### src/rtl/wsfr_pkg.sv
// ============================================================================
// wsfr_pkg
// Shared types and constants of the WebSocket frame receiver.
// ============================================================================
package wsfr_pkg;

    localparam int QueueDepth = 4;
    localparam logic [15:0] MaxPayloadReset = 16'd1023;

    localparam logic [3:0] OpcClose = 4'h8;
    localparam logic [3:0] OpcPing  = 4'h9;
    localparam logic [6:0] Len7Ext16 = 7'd126;
    localparam logic [6:0] Len7Ext64 = 7'd127;

    typedef enum logic [2:0] {
        EV_DATA       = 3'd0,
        EV_PING       = 3'd1,
        EV_EMPTY_DATA = 3'd2,
        EV_EMPTY_PING = 3'd3,
        EV_CLOSE      = 3'd4,
        EV_OVERSIZE   = 3'd5
    } t_event;

    typedef struct packed {
        t_event     event_res;
        logic [7:0] payload_byte;
        logic [3:0] frame_opcode;
        logic       last;
    } t_result;

endpackage

### src/rtl/wsfr_front.sv
// ============================================================================
// wsfr_front
// Header parser and payload unmasker: classifies each received byte and
// pushes at most one result per byte into the result queue.
// ============================================================================
module wsfr_front (
    input  logic              i_clk,
    input  logic              i_rst_n,
    input  logic              i_cfg_valid,
    input  logic [15:0]       i_cfg_data,
    input  logic              i_byte_valid,
    input  logic [7:0]        i_byte,
    output logic              o_push,
    output wsfr_pkg::t_result o_res
);
    import wsfr_pkg::*;

    typedef enum logic [5:0] {
        PH_HDR0    = 6'b000001,
        PH_HDR1    = 6'b000010,
        PH_EXT16   = 6'b000100,
        PH_EXT64   = 6'b001000,
        PH_MASK    = 6'b010000,
        PH_PAYLOAD = 6'b100000
    } t_phase;

    t_phase      r_phase,        n_phase;
    logic [3:0]  r_opcode,       n_opcode;
    logic        r_mask_present, n_mask_present;
    logic [2:0]  r_hdr_cnt,      n_hdr_cnt;
    logic [31:0] r_mask_key,     n_mask_key;
    logic [1:0]  r_mask_pos,     n_mask_pos;
    logic [63:0] r_remaining,    n_remaining;
    logic        r_dropping,     n_dropping;
    logic [15:0] r_max_payload;

    logic [63:0] w_len;
    logic        w_hdr_done;
    logic [7:0]  w_key_byte;
    logic [7:0]  w_plain;
    logic        w_last;

    always_comb begin
        case (r_mask_pos)
            2'd0:    w_key_byte = r_mask_key[31:24];
            2'd1:    w_key_byte = r_mask_key[23:16];
            2'd2:    w_key_byte = r_mask_key[15:8];
            default: w_key_byte = r_mask_key[7:0];
        endcase
    end

    assign w_plain = r_mask_present ? (i_byte ^ w_key_byte) : i_byte;
    assign w_last  = (r_remaining == 64'd1);

    always_comb begin
        n_phase        = r_phase;
        n_opcode       = r_opcode;
        n_mask_present = r_mask_present;
        n_hdr_cnt      = r_hdr_cnt;
        n_mask_key     = r_mask_key;
        n_mask_pos     = r_mask_pos;
        n_remaining    = r_remaining;
        n_dropping     = r_dropping;
        w_len          = r_remaining;
        w_hdr_done     = 1'b0;
        o_push         = 1'b0;
        o_res.event_res    = EV_DATA;
        o_res.payload_byte = 8'd0;
        o_res.frame_opcode = r_opcode;
        o_res.last         = 1'b1;

        if (i_byte_valid) begin
            case (r_phase)
                PH_HDR1: begin
                    n_mask_present = i_byte[7];
                    n_hdr_cnt      = 3'd0;
                    w_len          = {57'd0, i_byte[6:0]};
                    n_remaining    = w_len;
                    if (i_byte[6:0] == Len7Ext16) begin
                        n_phase     = PH_EXT16;
                        n_remaining = 64'd0;
                    end else if (i_byte[6:0] == Len7Ext64) begin
                        n_phase     = PH_EXT64;
                        n_remaining = 64'd0;
                    end else if (i_byte[7]) begin
                        n_phase = PH_MASK;
                    end else begin
                        n_mask_key = 32'd0;
                        w_hdr_done = 1'b1;
                    end
                end
                PH_EXT16, PH_EXT64: begin
                    w_len       = {r_remaining[55:0], i_byte};
                    n_remaining = w_len;
                    n_hdr_cnt   = r_hdr_cnt + 3'd1;
                    if ((r_phase == PH_EXT16 && n_hdr_cnt == 3'd2) ||
                        (r_phase == PH_EXT64 && n_hdr_cnt == 3'd0)) begin
                        n_hdr_cnt = 3'd0;
                        if (r_mask_present) begin
                            n_phase = PH_MASK;
                        end else begin
                            n_mask_key = 32'd0;
                            w_hdr_done = 1'b1;
                        end
                    end
                end
                PH_MASK: begin
                    n_mask_key = {r_mask_key[23:0], i_byte};
                    n_hdr_cnt  = r_hdr_cnt + 3'd1;
                    if (n_hdr_cnt >= 3'd4) begin
                        n_hdr_cnt  = 3'd0;
                        w_hdr_done = 1'b1;
                    end
                end
                PH_PAYLOAD: begin
                    n_mask_pos  = r_mask_pos + 2'd1;
                    n_remaining = r_remaining - 64'd1;
                    o_res.last  = w_last;
                    if (w_last) begin
                        n_phase = PH_HDR0;
                    end
                    if (r_dropping) begin
                        if (w_last) begin
                            n_dropping      = 1'b0;
                            o_push          = 1'b1;
                            o_res.event_res = EV_OVERSIZE;
                        end
                    end else if (r_opcode == OpcClose) begin
                        o_push          = w_last;
                        o_res.event_res = EV_CLOSE;
                    end else begin
                        o_push             = 1'b1;
                        o_res.payload_byte = w_plain;
                        o_res.event_res    = (r_opcode == OpcPing) ? EV_PING : EV_DATA;
                    end
                end
                default: begin
                    n_opcode       = i_byte[3:0];
                    n_mask_present = 1'b0;
                    n_dropping     = 1'b0;
                    n_hdr_cnt      = 3'd0;
                    n_mask_pos     = 2'd0;
                    n_phase        = PH_HDR1;
                end
            endcase

            if (w_hdr_done) begin
                n_mask_pos = 2'd0;
                n_dropping = (w_len > {48'd0, r_max_payload});
                if (w_len == 64'd0) begin
                    n_phase    = PH_HDR0;
                    n_dropping = 1'b0;
                    o_push     = 1'b1;
                    if (r_opcode == OpcClose) begin
                        o_res.event_res = EV_CLOSE;
                    end else if (r_opcode == OpcPing) begin
                        o_res.event_res = EV_EMPTY_PING;
                    end else begin
                        o_res.event_res = EV_EMPTY_DATA;
                    end
                end else begin
                    n_phase = PH_PAYLOAD;
                end
            end
        end
    end

    always_ff @(posedge i_clk) begin
        if (!i_rst_n) begin
            r_phase        <= PH_HDR0;
            r_opcode       <= 4'd0;
            r_mask_present <= 1'b0;
            r_hdr_cnt      <= 3'd0;
            r_mask_key     <= 32'd0;
            r_mask_pos     <= 2'd0;
            r_remaining    <= 64'd0;
            r_dropping     <= 1'b0;
            r_max_payload  <= MaxPayloadReset;
        end else begin
            r_phase        <= n_phase;
            r_opcode       <= n_opcode;
            r_mask_present <= n_mask_present;
            r_hdr_cnt      <= n_hdr_cnt;
            r_mask_key     <= n_mask_key;
            r_mask_pos     <= n_mask_pos;
            r_remaining    <= n_remaining;
            r_dropping     <= n_dropping;
            if (i_cfg_valid) begin
                r_max_payload <= i_cfg_data;
            end
        end
    end

endmodule

### src/rtl/wsfr_queue.sv
// ============================================================================
// wsfr_queue
// Result queue between parser and output stream; push and pop in the same
// cycle keep one beat per cycle flowing while the queue is not full.
// ============================================================================
module wsfr_queue #(
    parameter int DEPTH = wsfr_pkg::QueueDepth
) (
    input  logic              i_clk,
    input  logic              i_rst_n,
    input  logic              i_push,
    input  wsfr_pkg::t_result i_res,
    output logic              o_full,
    input  logic              i_pop,
    output logic              o_valid,
    output wsfr_pkg::t_result o_res
);
    import wsfr_pkg::*;

    localparam int PtrW = (DEPTH > 1) ? $clog2(DEPTH) : 1;
    localparam int CntW = $clog2(DEPTH + 1);
    localparam logic [PtrW-1:0] LastPtr = PtrW'(DEPTH - 1);
    localparam logic [CntW-1:0] FullCnt = CntW'(DEPTH);

    t_result         r_mem [DEPTH];
    logic [PtrW-1:0] r_wr_ptr, n_wr_ptr;
    logic [PtrW-1:0] r_rd_ptr, n_rd_ptr;
    logic [CntW-1:0] r_count,  n_count;
    logic            w_do_push;
    logic            w_do_pop;

    assign o_full    = (r_count == FullCnt);
    assign o_valid   = (r_count != '0);
    assign o_res     = r_mem[r_rd_ptr];
    assign w_do_push = i_push && !o_full;
    assign w_do_pop  = i_pop && o_valid;

    always_comb begin
        n_wr_ptr = r_wr_ptr;
        n_rd_ptr = r_rd_ptr;
        n_count  = r_count;
        if (w_do_push) begin
            n_wr_ptr = (r_wr_ptr == LastPtr) ? '0 : r_wr_ptr + PtrW'(1);
        end
        if (w_do_pop) begin
            n_rd_ptr = (r_rd_ptr == LastPtr) ? '0 : r_rd_ptr + PtrW'(1);
        end
        if (w_do_push && !w_do_pop) begin
            n_count = r_count + CntW'(1);
        end else if (!w_do_push && w_do_pop) begin
            n_count = r_count - CntW'(1);
        end
    end

    always_ff @(posedge i_clk) begin
        if (w_do_push) begin
            r_mem[r_wr_ptr] <= i_res;
        end
    end

    always_ff @(posedge i_clk) begin
        if (!i_rst_n) begin
            r_wr_ptr <= '0;
            r_rd_ptr <= '0;
            r_count  <= '0;
        end else begin
            r_wr_ptr <= n_wr_ptr;
            r_rd_ptr <= n_rd_ptr;
            r_count  <= n_count;
        end
    end

endmodule

### src/rtl/websocket_frame_receiver.sv
// ============================================================================
// websocket_frame_receiver
// WebSocket frame parser: one received byte per beat in, unmasked payload
// bytes and frame events out.
// ============================================================================
// Takes one byte per cycle and has no idle cycles between frames. Each byte
// is parsed in the cycle it is accepted; a result it causes is written to
// the QUEUE_DEPTH-entry queue and leaves it after earlier results. The
// input stalls only while that queue is full. The maximum payload length
// is compared once per frame when its header is complete.
// ============================================================================
module websocket_frame_receiver #(
    parameter int QUEUE_DEPTH = wsfr_pkg::QueueDepth
) (
    input  logic        i_clk,
    input  logic        i_rst_n,
    input  logic        i_cfg_valid,
    output logic        o_cfg_ready,
    input  logic [15:0] i_cfg_data,     // max_payload
    input  logic        s_axis_tvalid,
    output logic        s_axis_tready,
    input  logic [7:0]  s_axis_tdata,   // [7:0] rx_byte
    output logic        m_axis_tvalid,
    input  logic        m_axis_tready,
    output logic [15:0] m_axis_tdata,   // [7:0] payload_byte, [11:8] frame_opcode
    output logic [2:0]  m_axis_tuser,   // [2:0] event_res
    output logic        m_axis_tlast    // last
);
    import wsfr_pkg::*;

    logic    w_full;
    logic    w_push;
    t_result w_push_res;
    t_result w_head;

    assign o_cfg_ready   = 1'b1;
    assign s_axis_tready = !w_full;

    wsfr_front u_front (
        .i_clk        (i_clk),
        .i_rst_n      (i_rst_n),
        .i_cfg_valid  (i_cfg_valid),
        .i_cfg_data   (i_cfg_data),
        .i_byte_valid (s_axis_tvalid && s_axis_tready),
        .i_byte       (s_axis_tdata),
        .o_push       (w_push),
        .o_res        (w_push_res)
    );

    wsfr_queue #(
        .DEPTH (QUEUE_DEPTH)
    ) u_queue (
        .i_clk   (i_clk),
        .i_rst_n (i_rst_n),
        .i_push  (w_push),
        .i_res   (w_push_res),
        .o_full  (w_full),
        .i_pop   (m_axis_tready),
        .o_valid (m_axis_tvalid),
        .o_res   (w_head)
    );

    assign m_axis_tdata = {4'd0, w_head.frame_opcode, w_head.payload_byte};
    assign m_axis_tuser = w_head.event_res;
    assign m_axis_tlast = w_head.last;

endmodule
### config.mk
export PLATFORM = sky130hd
export DESIGN_NAME = websocket_frame_receiver
export DESIGN_NICKNAME = d
export VERILOG_FILES = /design/src/rtl/wsfr_pkg.sv /design/src/rtl/wsfr_front.sv /design/src/rtl/wsfr_queue.sv /design/src/rtl/websocket_frame_receiver.sv
export SDC_FILE = /design/constraint.sdc
export NUM_CORES = 1
export LEC_CHECK = 0
export BUFFER_PORTS_ARGS = -buffer_cell sky130_fd_sc_hd__clkbuf_2
export CAP_MARGIN = 10
export CORE_ASPECT_RATIO = 1.5
export CORE_MARGIN = 2
export CORE_UTILIZATION = 50
export DETAILED_ROUTE_END_ITERATION = 6
export GPL_ROUTABILITY_DRIVEN = 0
export PLACE_DENSITY = 0.72
export SYNTH_ARGS = -nofsm -noshare
export SYNTH_HDL_FRONTEND = slang
export SYNTH_HIERARCHICAL = 1
export SYNTH_SLANG_ARGS = --single-unit
### constraint.sdc
create_clock -name i_clk -period 4.8 [get_ports i_clk]
set_clock_uncertainty 0.2 [all_clocks]
set_input_delay 0.72 -clock i_clk [delete_from_list [all_inputs] [get_ports i_clk]]
set_output_delay 0.72 -clock i_clk [all_outputs]
set_load 0.1 [all_outputs]
==> summary.md, run 1 <==
| Metric | Value |
|---|---|
| Row count | `between 60 and 70` |
| Syn_area_per_cell | `9.01 um2` |
| Slew headroom | `between 30% and 40%` |
| Root Buffer | `clkbuf_16` |
| Reg area | `4680 um2` |
| Antenna cells | `0` |
| Worst R2R Setup Slack | `290 ps` |
| Met3 routed WL | `1.64 mm` |
| Reg2reg path depth | `14` |
| Via count | `9562` |
| Fraction of registers with async set/reset | `0%` |
| Critical path class | `reg -> reg` |
| Met2 wire len | `14.9 mm` |
| CP cell instances | `or4_4 > nor4_4 > nand3_1 > or3_1 > a2111oi_4 > nor2_1 > nor2_1 > nor2b_1 > ha_1 > inv_1 > fa_1 > xor2_1 > or3_1 > a21boi_0` |
| CTS tree | `done` |
| Max Cap Violations | `0` |
| Final Hold Vio Count | `0` |
| Psw | `between 0.001 and 0.0015 W` |
| DRT iter0 DRCs | `923` |
| Number of global-route vias before repair | `just over 9000` |
| Die height | `186 um` |
| Mapped Area | `roughly 11000 um2` |
| Arr. time, crit path | `4720 ps` |
| Register bit total from synthesis | `202` |
| Crit path max fanout | `7` |
| IO Port Bufs | `46` |
| Total design power | `about 0.0043 W` |
| FF-to-FF End | `u_queue/r_count[2]$_SDFFE_PN0P_` |
| Clock share of power | `36.6%` |
| Sum of buffers and inverters on the critical path | `1` |
| CTS Buf Count | `20` |
| Gate power share | `20.2%` |
| Status | `finished, final reports clean` |
| CTS clock-pin slew for the worst setup and hold paths | `60 ps` |
| RSZ-0062 raised after global routing | `no` |
| Worst vdd ir | `0.214 mV` |
| GR Overflow Total | `0` |
| Pleak | `4.43 nW` |
| Post-cts gate resize count | `0` |
| Int Pwr | `about 0.003 W` |
| 1st-pass router iterations | `5` |
| Main synth FF type | `dfxtp_1` |
| Final Setup Violations | `0` |
| Startpoint type of the worst setup path | `register` |
| Multi-input logic area | `5780 um2` |
| Slew @ Worst Pin | `950 ps` |
| Yosys cell types | `81` |
| Hold Path Class | `in -> reg` |
| Die area | `23200 um2` |
| Remaining DRCs | `0` |
| # H-tree levels | `1` |
| Drt total wl | `29.3 mm` |
| Post-placement cell count | `1469` |
| CP Depth | `14` |
| Half-perimeter wire length after placement | `20.0 mm` |
| Die Width | `125 um` |
| Num ports | `between 50 and 60` |
| Final Max Slew Viols | `0` |
| Worst Setup End Kind | `register` |
| Initial Util | `50.8%` |
| Seq pwr share | `43.1%` |
| CORE AREA | `21600 um2` |
| Largest net degree at the start of global routing | `83` |
| Wl on met1 | `11.2 mm` |
| Routed WL per cell | `19.5 um` |
| Vias/cell | `6.35` |
| Synthesis warning total | `6` |
| Fin crit share | `between 90% and 100%` |
| Fmax | `222 MHz` |
| # hold bufs at CTS | `0` |
| Fin area | `12000 um2` |
| Worst Setup EP | `u_queue/r_count[2]$_SDFFE_PN0P_` |
| P&R area growth vs syn | `9.58%` |
| Cells after Synth | `1220` |
| Clk buf depth | `3` |
| Placed Area | `11400 um2` |
| PD cells | `357 nW/um2` |
| Post-synthesis sequential area ratio | `42.6%` |
| Highest routing layer actually used | `met4` |
| Layout cells sized above 1 | `11.8%` |
| First-pass GRT wire length | `between 40 and 50 mm` |
| CTS sink cnt | `202` |
| Worst path slowest cell | `or4_4` |
| Routed Antenna Nets | `0` |
| Fillcell total | `1905` |
| Critical path's top delay family | `simple AND/OR/NAND/NOR gates` |
| Initial antenna violation count | `0` |
| Timing startpoint of the critical path | `u_front/r_remaining[27]$_SDFFE_PN0P_` |
| Tmin final | `4510 ps` |
| Total Nets Final | `1280` |
| Post-CTS Setup Bufs | `0` |
| Worst r2r src | `u_front/r_remaining[27]$_SDFFE_PN0P_` |
| Critical Path RT | `5010 ps` |
| Switching share of power | `32.1%` |
| Non-filler instance count after layout | `1505` |
| CP max stage delay | `600 ps` |
| Pre-CTS WS | `~360 ps` |
| Number of flops mapped to enable cells by yosys | `64` |
| GR Util All Layers | `24.4%` |
| Insertion delay to the later sink of the worst-skew pair | `500 ps` |
| Post-route setup slack | `291 ps` |
| Setup TNS | `0 ps` |
-- synth_stat cells (4+ instances only) --
library cell	number	area [um2]
nand2_1	139	522
dfxtp_1	138	2760
o21ai_0	103	515
nor2_1	78	293
clkbuf_1	73	274
edfxtp_1	64	1920
nand3_1	62	310
a21oi_1	48	240
a21boi_0	38	285
inv_1	35	131
nor3_1	33	165
ha_1	31	388
nor2b_1	29	181
and2_1	25	156
a22oi_1	20	150
nor4_1	18	113
o211ai_1	18	135
mux2i_1	17	170
or4_1	16	120
a32oi_1	15	131
or3_1	15	93.8
nand4_1	14	87.6
xor2_1	12	105
and3_1	11	68.8
mux4_2	10	225
buf_1	9	33.8
a222oi_1	8	80.1
a31oi_1	8	50.1
buf_2	8	40.0
o21ai_1	8	40.0
o31ai_1	8	60.1
a22o_1	7	61.3
buf_4	6	45.0
mux4_1	6	158
a21o_1	5	37.5
o22ai_1	5	31.3
or4_4	5	56.3
a211oi_1	4	30.0
a221oi_1	4	35.0
xnor2_1	4	35.0
-- kinds of logic after synthesis --
kind of cell | share of synthesized area (%)
other cells | 0.0683
mux | 5.13
fa+ha+maj | 3.71
xor+xnor | 1.27
simple gates | 22.2
flops | 42.6
compound gates | 19.7
buf+inv | 5.30
-- per-layer routing --
metal | GRT usage [%] | vias up
li1 | - | 4502
met1 | 28.3 | 4519
met2 | 44.2 | 421
met3 | 2.59 | 120
met4 | 13.5 | 0
met5 | 0 | -
-- registers in the layout (all words and copies together) (netlist names), 3 cells and up, named ones only --
| name | flops |
|---|---|
| u_front/r_mask_key | 32 |
| u_front/r_opcode | 4 |
| u_front/r_phase | 6 |
| u_queue/r_mem | 64 |
| u_front/r_max_payload | 16 |
| u_front/r_remaining | 64 |
| u_front/r_hdr_cnt | 3 |
| u_queue/r_count | 3 |
-- area by class of cell --
class	count	area share, %
inverter	35	1.09
clock buffer	24	4.54
timing repair buffer	75	3.74
sequential	202	38.9
clock inverter	12	0.945
tap	272	2.82
multi-input combinational	885	48.0
-- worst register-to-register path, cell delays in order (launching register included) --
cell and delay [ps]:
dfxtp_1 370, or4_4 600, nor4_4 260, nand3_1 210, or3_1 480, a2111oi_4 510, nor2_1 90, nor2_1 110
nor2b_1 230, ha_1 210, inv_1 70, fa_1 430, xor2_1 160, or3_1 300, a21boi_0 190
-- how the worst min path moves through the flow --
stage / start / to / slack (ps) / cells past startpoint
floorplan: u_front/r_mask_key[24]$_SDFFE_PN0P_ / u_front/r_mask_key[24]$_SDFFE_PN0P_ / 240 / 2
global placement: u_front/r_mask_key[27]$_SDFFE_PN0P_ / u_front/r_mask_key[27]$_SDFFE_PN0P_ / 250 / 2
detailed placement: u_front/r_mask_key[31]$_SDFFE_PN0P_ / u_front/r_mask_key[31]$_SDFFE_PN0P_ / 260 / 2
CTS: i_cfg_data[5] / u_front/r_max_payload[5]$_SDFFE_PN1P_ / 230 / 3
global route: i_cfg_data[9] / u_front/r_max_payload[9]$_SDFFE_PN1P_ / 250 / 3
finish: i_cfg_data[3] / u_front/r_max_payload[3]$_SDFFE_PN1P_ / 250 / 3
-- power by group through the flow --
stage | registers [W] | clock network [W] | logic (W)
6_report | 0.00185 | 0.00158 | 0.000870
5_1_grt | 0.00186 | 0.00167 | 0.000923
4_1_cts | 0.00186 | 0.00160 | 0.000866
3_5_place_dp | 0.00189 | 0 | 0.000864
3_3_place_gp | 0.00189 | 0 | 0.000856
2_1_floorplan | 0.00185 | 0 | 0.000729
-- placed cells by master, fill, tap and decap left out, types with 7 or more instances in the layout --
master     instances
a21boi_0          38
a21oi_1           47
a222oi_1           8
a22o_1             7
a22oi_1           20
a31oi_1            8
a32oi_1           15
and2_1            25
and3_1            11
buf_4             30
clkbuf_16         21
clkbuf_2          45
dfxtp_1          138
edfxtp_1          64
ha_1              31
inv_1             35
mux2i_1           17
mux4_2            10
nand2_1          139
nand3_1           61
nand4_1           14
nor2_1            78
nor2b_1           29
nor3_1            32
nor4_1            18
o211ai_1          18
o21ai_0          103
o21ai_1            7
o31ai_1            8
or3_1             15
or4_1             16
xor2_1            12
-- per-stage QoR --
stage / utilization, % / hold slack (ps)
2_1_floorplan: - / 240
3_3_place_gp: 52.6 / 251
3_5_place_dp: 52.6 / 259
4_1_cts: 55.7 / 234
5_1_grt: 55.7 / 250
6_report: 55.7 / 248
Note: power is estimated with default switching activity, not from simulation.
==> inputs of run 2 (changes only) <==
--- a/config.mk
+++ b/config.mk
@@ -13,6 +13,7 @@
 export DETAILED_ROUTE_END_ITERATION = 6
 export GPL_ROUTABILITY_DRIVEN = 0
 export PLACE_DENSITY = 0.72
+export REMOVE_ABC_BUFFERS = 1
 export SYNTH_ARGS = -nofsm -noshare
 export SYNTH_HDL_FRONTEND = slang
 export SYNTH_HIERARCHICAL = 1
==> run 2 against run 1 <==
  * Global-route usage grew 0.56 points
  * First-iteration DRC count decreased by 0.43%
  * Sequential power about the same
  * Count of clock-buffer cells in the layout increased by 4
  * Non-clock buffer count is 2 lower
  * Total power rose by 4.2%
  * Clock power up 11%
  * Worst hold slack got worse by 11 ps
  * Critical path depth stayed put
  * Critical endpoint unchanged
  * Largest power group unchanged
==> summary.md, run 2 (synthesis gave the netlist of run 1 again) <==
| Metric | Value |
|---|---|
| Status | `finished, final reports clean (unchanged)` |
| Max Cap Violations | `0 (unchanged)` |
| Worst Setup End Kind | `register (unchanged)` |
| Routed Antenna Nets | `0 (unchanged)` |
| Row count | `66 (unchanged)` |
| Initial antenna violation count | `0 (unchanged)` |
| # hold bufs at CTS | `0 (unchanged)` |
| Layout cells sized above 1 | `11.7% (was 11.8%)` |
| PD cells | `370 nW/um2 (was 357 nW/um2)` |
| Root Buffer | `clkbuf_16 (unchanged)` |
| DRT iter0 DRCs | `919 (was 923)` |
| Reg2reg path depth | `14 (unchanged)` |
| Via count | `9494 (was 9562)` |
| Initial Util | `50.8% (unchanged)` |
| Half-perimeter wire length after placement | `19.4 mm (was 20.0 mm)` |
| WHS | `237 ps (was 248 ps)` |
| Die Width | `125 um (unchanged)` |
| Clk buf depth | `3 (unchanged)` |
| Fmax | `230 MHz (was 222 MHz)` |
| Most common cell after layout, fill and taps aside | `nand2_1 (unchanged)` |
| RSZ-0062 raised after global routing | `no (unchanged)` |
| Startpoint type of the worst setup path | `register (unchanged)` |
| Post-CTS Setup Bufs | `0 (unchanged)` |
| CTS Buf Count | `20 (unchanged)` |
| First-pass GRT wire length | `47.7 mm (was 47.0 mm)` |
| Remaining DRCs | `0 (unchanged)` |
| CTS tree | `done (unchanged)` |
| Num ports | `52 (unchanged)` |
| Final Max Slew Viols | `0 (unchanged)` |
| Worst R2R Setup Slack | `440 ps (was 290 ps)` |
| Biggest regs | `u_front/r_remaining x64, u_queue/r_mem x64, u_front/r_mask_key x32 (unchanged)` |
| Insertion delay to the later sink of the worst-skew pair | `500 ps (about the same)` |
| Non-filler instance count after layout | `1503 (was 1505)` |
| FF-to-FF End | `u_queue/r_count[2]$_SDFFE_PN0P_ (unchanged)` |
| IO Port Bufs | `46 (unchanged)` |
| # H-tree levels | `1 (unchanged)` |
| Die area | `23200 um2 (unchanged)` |
| P&R area growth vs syn | `10.2% (was 9.58%)` |
| Routed WL per cell | `19.5 um (about the same)` |
| Critical path class | `reg -> reg (unchanged)` |
| CTS sink cnt | `202 (unchanged)` |
| Hold Path Class | `in -> reg (unchanged)` |
| Hold path cells | `3 (unchanged)` |
| Final Setup Violations | `0 (unchanged)` |
| Fin crit share | `90.7% (was 93.9%)` |
| Drt total wl | `29.3 mm (about the same)` |
| Reg area | `4680 um2 (unchanged)` |
| Number of global-route vias before repair | `9336 (was 9201)` |
| CTS clock-pin slew for the worst setup and hold paths | `70 ps (was 60 ps)` |
| Largest net degree at the start of global routing | `74 (was 83)` |
| Hold Startpoint | `i_cfg_data[6] (was i_cfg_data[3])` |
| 1st-pass router iterations | `6 (was 5)` |
| GR Util All Layers | `25.0% (was 24.4%)` |
| Worst r2r src | `u_front/r_remaining[27]$_SDFFE_PN0P_ (unchanged)` |
| Pleak | `4.47 nW (was 4.43 nW)` |
| Fillcell total | `1915 (was 1905)` |
| Die height | `186 um (unchanged)` |
| GR Overflow Total | `0 (unchanged)` |
| Post-route setup slack | `444 ps (was 291 ps)` |
| Crit path max fanout | `7 (unchanged)` |
| Most frequent cells in the layout | `nand2_1 (139), dfxtp_1 (138), o21ai_0 (103), nor2_1 (78), edfxtp_1 (64) (unchanged)` |
| Final Hold Vio Count | `0 (unchanged)` |
| CORE AREA | `21600 um2 (unchanged)` |
| Critical Path RT | `5030 ps (was 5010 ps)` |
| Slew headroom | `22.1% (was 36.6%)` |
| Post-placement cell count | `1467 (was 1469)` |
| Worst vdd ir | `0.209 mV (was 0.214 mV)` |
| Antenna cells | `0 (unchanged)` |
| Total Nets Final | `1278 (was 1280)` |
| Tmin final | `4360 ps (was 4510 ps)` |
| Pre-CTS WS | `442 ps (was 362 ps)` |
| Hold EP | `u_front/r_max_payload[6]$_SDFFE_PN1P_ (was u_front/r_max_payload[3]$_SDFFE_PN1P_)` |
| Vias/cell | `6.32 (was 6.35)` |
| Post-cts gate resize count | `0 (unchanged)` |
| Multi-input logic area | `5780 um2 (unchanged)` |
| Slew @ Worst Pin | `1170 ps (was 950 ps)` |
| Arr. time, crit path | `4580 ps (was 4720 ps)` |
[run 2: final cells by class]
class | count | area share, %
clock inverter | 8 | 1.22
tap | 272 | 2.81
clock buffer | 28 | 4.89
multi-input combinational | 885 | 47.7
timing repair buffer | 73 | 3.59
inverter | 35 | 1.08
sequential | 202 | 38.7
[run 2: how the worst max path moves through the flow]
stage / from / endpoint
2_1_floorplan: u_front/r_phase[4]$_SDFFE_PN0P_ / u_queue/r_count[2]$_SDFFE_PN0P_
4_1_cts: u_front/r_remaining[32]$_SDFFE_PN0P_ / u_queue/r_count[2]$_SDFFE_PN0P_
3_5_place_dp: u_front/r_remaining[32]$_SDFFE_PN0P_ / u_queue/r_count[2]$_SDFFE_PN0P_
5_1_grt: u_front/r_remaining[32]$_SDFFE_PN0P_ / u_queue/r_count[2]$_SDFFE_PN0P_
6_report: u_front/r_remaining[27]$_SDFFE_PN0P_ / u_queue/r_count[2]$_SDFFE_PN0P_
3_3_place_gp: u_front/r_remaining[32]$_SDFFE_PN0P_ / u_queue/r_count[2]$_SDFFE_PN0P_
[run 2: through the flow]
| step | setup TNS (ps) | instance area (um2) | utilization, % | power [W] |
|---|---|---|---|---|
| 2_1_floorplan | -155760 | 10600 | - | 0.00253 |
| 4_1_cts | 0 | 12100 | 56.0 | 0.00450 |
| 5_1_grt | 0 | 12100 | 56.0 | 0.00464 |
| 3_3_place_gp | 0 | 11400 | 52.6 | 0.00274 |
| 6_report | 0 | 12100 | 56.0 | 0.00448 |
| 3_5_place_dp | 0 | 11400 | 52.6 | 0.00275 |
[run 2: where the power goes]
part	internal [W]	switching, W	total [W]
sequential	0.00179	0.0000652	0.00186
clock	0.00108	0.000675	0.00176
combinational	0.000243	0.000624	0.000867
[run 2: critical path: stages (launching register included)]
cell       delay [ps]
dfxtp_1           360
or4_4             590
nor4_4            250
nand3_1           200
or3_1             480
a2111oi_4         490
nor2_1            100
nor2_1            110
nor2b_1           190
ha_1              200
inv_1              70
fa_1              430
xor2_1            160
or3_1             300
a21boi_0          150
[run 2: metal layers]
metal | routed length (um) | GRT usage (%) | vias to the layer above | share of wire, %
met1 | 11500 | 29.2 | 4567 | 39
met2 | 15100 | 44.7 | 353 | 51
met5 | 0 | 0 | - | 0
li1 | - | - | 4485 | -
met4 | 1320 | 13.2 | 0 | 4.5
met3 | 1500 | 3.25 | 89 | 5.1
==> inputs of run 3 (changes only) <==
--- a/config.mk
+++ b/config.mk
@@ -5,6 +5,7 @@
 export SDC_FILE = /design/constraint.sdc
 export NUM_CORES = 1
 export LEC_CHECK = 0
+export ABC_AREA = 1
 export BUFFER_PORTS_ARGS = -buffer_cell sky130_fd_sc_hd__clkbuf_2
 export CAP_MARGIN = 10
 export CORE_ASPECT_RATIO = 1.5
==> run 3 against run 2 <==
  * Global-route usage is 1.2 points higher
  * Core utilization is 1.1 points lower
  * Synthesized area is 5.2% higher
  * Synthesized cell count is 32% higher
  * Flip-flop and latch count stayed put
  * Routed wire length is 11% higher
  * Sequential share of layout area is 1.4 points lower
  * Critical endpoint is now u_queue/r_count[1]$_SDFFE_PN0P_
==> summary.md, run 3 <==
| Metric | Value |
|---|---|
| Syn_area_per_cell | `7.21 um2 (was 9.01 um2)` |
| Synth area leader | `dfxtp_1 (unchanged)` |
| CTS Buf Count | `20 (unchanged)` |
| Slew headroom | `41.2% (was 22.1%)` |
| Post-cts gate resize count | `0 (unchanged)` |
| Die area | `24400 um2 (was 23200 um2)` |
| Slew @ Worst Pin | `882 ps (was 1170 ps)` |
| GR Util All Layers | `26.2% (was 25.0%)` |
| CP cell instances | `nor2_4 > nand3_4 > nand2_4 > inv_1 > nand3_1 > nand2_2 > nand2_1 > nor2_1 > nand2_1 > nor2_4 > nand4_1 > nand3_1 > nand2_2 > inv_1 > ha_1 > inv_1 > fa_1 > o21ai_0 > nor2_1 (was or4_4 > nor4_4 > nand3_1 > or3_1 > a2111oi_4 > nor2_1 > nor2_1 > nor2b_1 > ha_1 > inv_1 > fa_1 > xor2_1 > or3_1 > a21boi_0)` |
| P&R area growth vs syn | `8.68% (was 10.2%)` |
| # hold bufs at CTS | `0 (unchanged)` |
| Highest routing layer actually used | `met4 (unchanged)` |
| Hold Startpoint | `i_cfg_data[0] (was i_cfg_data[6])` |
| DRT iter0 DRCs | `833 (was 919)` |
| CORE AREA | `22900 um2 (was 21600 um2)` |
| Biggest regs | `u_front/r_remaining x64, u_queue/r_mem x64, u_front/r_mask_key x32 (unchanged)` |
| Timing startpoint of the critical path | `u_front/r_phase[0]$_SDFFE_PN1P_ (was u_front/r_remaining[27]$_SDFFE_PN0P_)` |
| Setup TNS | `0 ps (unchanged)` |
| Routed Antenna Nets | `0 (unchanged)` |
| Die height | `190 um (was 186 um)` |
| Yosys cell types | `52 (was 81)` |
| Pleak | `5.37 nW (was 4.47 nW)` |
| Insertion delay to the later sink of the worst-skew pair | `500 ps (about the same)` |
| Final Max Slew Viols | `0 (unchanged)` |
| Fraction of registers with async set/reset | `0% (unchanged)` |
| Met3 routed WL | `1.77 mm (was 1.50 mm)` |
| Synthesis warning total | `6 (unchanged)` |
| Fillcell total | `2166 (was 1915)` |
| Die Width | `128 um (was 125 um)` |
| CTS tree | `done (unchanged)` |
| Initial Util | `50.5% (was 50.8%)` |
| Top-count cell post-synth | `nor2_1 (was nand2_1)` |
| Critical path class | `reg -> reg (unchanged)` |
| Pre-CTS WS | `992 ps (was 442 ps)` |
| Arr. time, crit path | `4020 ps (was 4580 ps)` |
| Final Hold Vio Count | `0 (unchanged)` |
| Final Setup Violations | `0 (unchanged)` |
| Total Nets Final | `1683 (was 1278)` |
| Total design power | `0.00645 W (was 0.00448 W)` |
| Num ports | `52 (unchanged)` |
| Half-perimeter wire length after placement | `22.8 mm (was 19.4 mm)` |
| Worst vdd ir | `0.388 mV (was 0.209 mV)` |
| Sum of buffers and inverters on the critical path | `3 (was 1)` |
| Most frequent cells after synthesis | `nor2_1 (254), nand2_1 (230), inv_1 (184), a21oi_1 (177), o21ai_0 (161) (was nand2_1 (139), dfxtp_1 (138), o21ai_0 (103), nor2_1 (78), clkbuf_1 (73))` |
| Layout cells sized above 1 | `8.37% (was 11.7%)` |
| Post-synthesis sequential area ratio | `40.5% (was 42.6%)` |
| Critical Path RT | `4990 ps (was 5030 ps)` |
| Via count | `11100 (was 9494)` |
| GR Overflow Total | `0 (unchanged)` |
| Most common cell after layout, fill and taps aside | `nor2_1 (was nand2_1)` |
| Final core utilization | `54.9% (was 56.0%)` |
| Largest net degree at the start of global routing | `63 (was 74)` |
| Routed WL per cell | `17.0 um (was 19.5 um)` |
| Post-route setup slack | `966 ps (was 444 ps)` |
| Mapped Area | `11600 um2 (was 11000 um2)` |
| Synth area leaders | `dfxtp_1 (24%), edfxtp_1 (17%), nor2_1 (8.2%), a21oi_1 (7.7%), nand2_1 (7.5%) (was dfxtp_1 (25%), edfxtp_1 (17%), nand2_1 (4.7%), o21ai_0 (4.7%), ha_1 (3.5%))` |
| Vias/cell | `5.81 (was 6.32)` |
| Fin crit share | `79.9% (was 90.7%)` |
| Clk buf depth | `3 (unchanged)` |
| Drt total wl | `32.5 mm (was 29.3 mm)` |
| Worst Setup End Kind | `register (unchanged)` |
| Post-CTS Setup Bufs | `0 (unchanged)` |
| Cells after Synth | `1605 (was 1220)` |
| Worst r2r src | `u_front/r_phase[0]$_SDFFE_PN1P_ (was u_front/r_remaining[27]$_SDFFE_PN0P_)` |
| Tmin final | `3830 ps (was 4360 ps)` |
| Number of flops mapped to enable cells by yosys | `64 (unchanged)` |
| Number of global-route vias before repair | `10500 (was 9336)` |
| PD cells | `513 nW/um2 (was 370 nW/um2)` |
| Startpoint type of the worst setup path | `register (unchanged)` |
| Most frequent cells in the layout | `nor2_1 (254), nand2_1 (230), inv_1 (184), a21oi_1 (177), o21ai_0 (161) (was nand2_1 (139), dfxtp_1 (138), o21ai_0 (103), nor2_1 (78), edfxtp_1 (64))` |
| # H-tree levels | `1 (unchanged)` |
| CTS sink cnt | `202 (unchanged)` |
| Fmax | `261 MHz (was 230 MHz)` |
| Yosys top cell area share | `23.9% (was 25.1%)` |
| Antenna cells | `0 (unchanged)` |
| CTS clock-pin slew for the worst setup and hold paths | `70 ps (about the same)` |
| Worst path slowest cell | `nand2_4 (was or4_4)` |
| RSZ-0062 raised after global routing | `no (unchanged)` |
| Root Buffer | `clkbuf_16 (unchanged)` |
| Critical path's top delay family | `simple AND/OR/NAND/NOR gates (unchanged)` |
| Max Cap Violations | `0 (unchanged)` |
| Remaining DRCs | `0 (unchanged)` |
| Wl on met1 | `11.9 mm (was 11.5 mm)` |
| WHS | `240 ps (was 237 ps)` |
| IO Port Bufs | `46 (unchanged)` |
| Critical path's most frequent cell | `inv_1` |
| Row count | `68 (was 66)` |
| 1st-pass router iterations | `5 (was 6)` |
| Hold Path Class | `in -> reg (unchanged)` |
| Initial antenna violation count | `0 (unchanged)` |
| First-pass GRT wire length | `51.5 mm (was 47.7 mm)` |
| Crit path max fanout | `62 (was 7)` |
| Main synth FF type | `dfxtp_1 (unchanged)` |
| Status | `finished, final reports clean (unchanged)` |
| CP max stage delay | `580 ps (was 590 ps)` |
| Register bit total from synthesis | `202 (unchanged)` |
| Met2 wire len | `16.3 mm (was 15.1 mm)` |
[run 3: path summary, 6_finish.rpt]
path,end,slack (ps),cells past startpoint
worst max-delay path,u_queue/r_count[1]$_SDFFE_PN0P_,970,19
worst min-delay path,u_front/r_max_payload[0]$_SDFFE_PN1P_,240,3
worst max register to register,u_queue/r_count[1]$_SDFFE_PN0P_,970,19
worst min register to register,u_front/r_mask_key[28]$_SDFFE_PN0P_,270,2
[run 3: cell type report]
class                           count  area, um2  area share, %
Multi-Input combinational cell   1142       5810           46.2
Sequential cell                   202       4680           37.3
Inverter                          195        733           5.83
Clock buffer                       25        541           4.30
Tap cell                          280        350           2.79
Timing Repair Buffer               61        343           2.73
Clock inverter                     11        111          0.886
[run 3: worst min-delay path, cell delays in order]
cell      delay (ps)
clkbuf_2          80
nand2_1           40
nand3_1           70
[run 3: logic make-up (layout without fill, tap and decap cells)]
family / count (synthesis) / after routing / synth area share, %
and+or+nand+nor: 644 / 644 / 24.4
AOI/OAI and AO/OA: 452 / 452 / 21.4
buffers and inverters: 264 / 292 / 9.45
DFF: 202 / 202 / 40.5
adders and majority gates: 32 / 32 / 3.53
xor gates and xnor gates: 9 / 9 / 0.682
other: 2 / 5 / 0.0649
[run 3: through the flow]
step           instance area [um2]  std cells
2_1_floorplan                11200       1539
3_3_place_gp                 11900       1880
3_5_place_dp                 11900       1880
4_1_cts                      12600       1916
5_1_grt                      12600       1916
6_report                     12600       1916
[run 3: where the power goes]
part	total, W	internal (W)	switching [W]
sequential	0.00205	0.00189	0.000159
clock	0.00159	0.000912	0.000680
combinational	0.00281	0.000676	0.00213
[run 3: routing by layer]
metal / up-vias / track usage [%]
met4: 0 / 18.4
met1: 5118 / 28.0
met3: 164 / 3.82
li1: 5420 / -
met5: - / 0
met2: 423 / 46.6
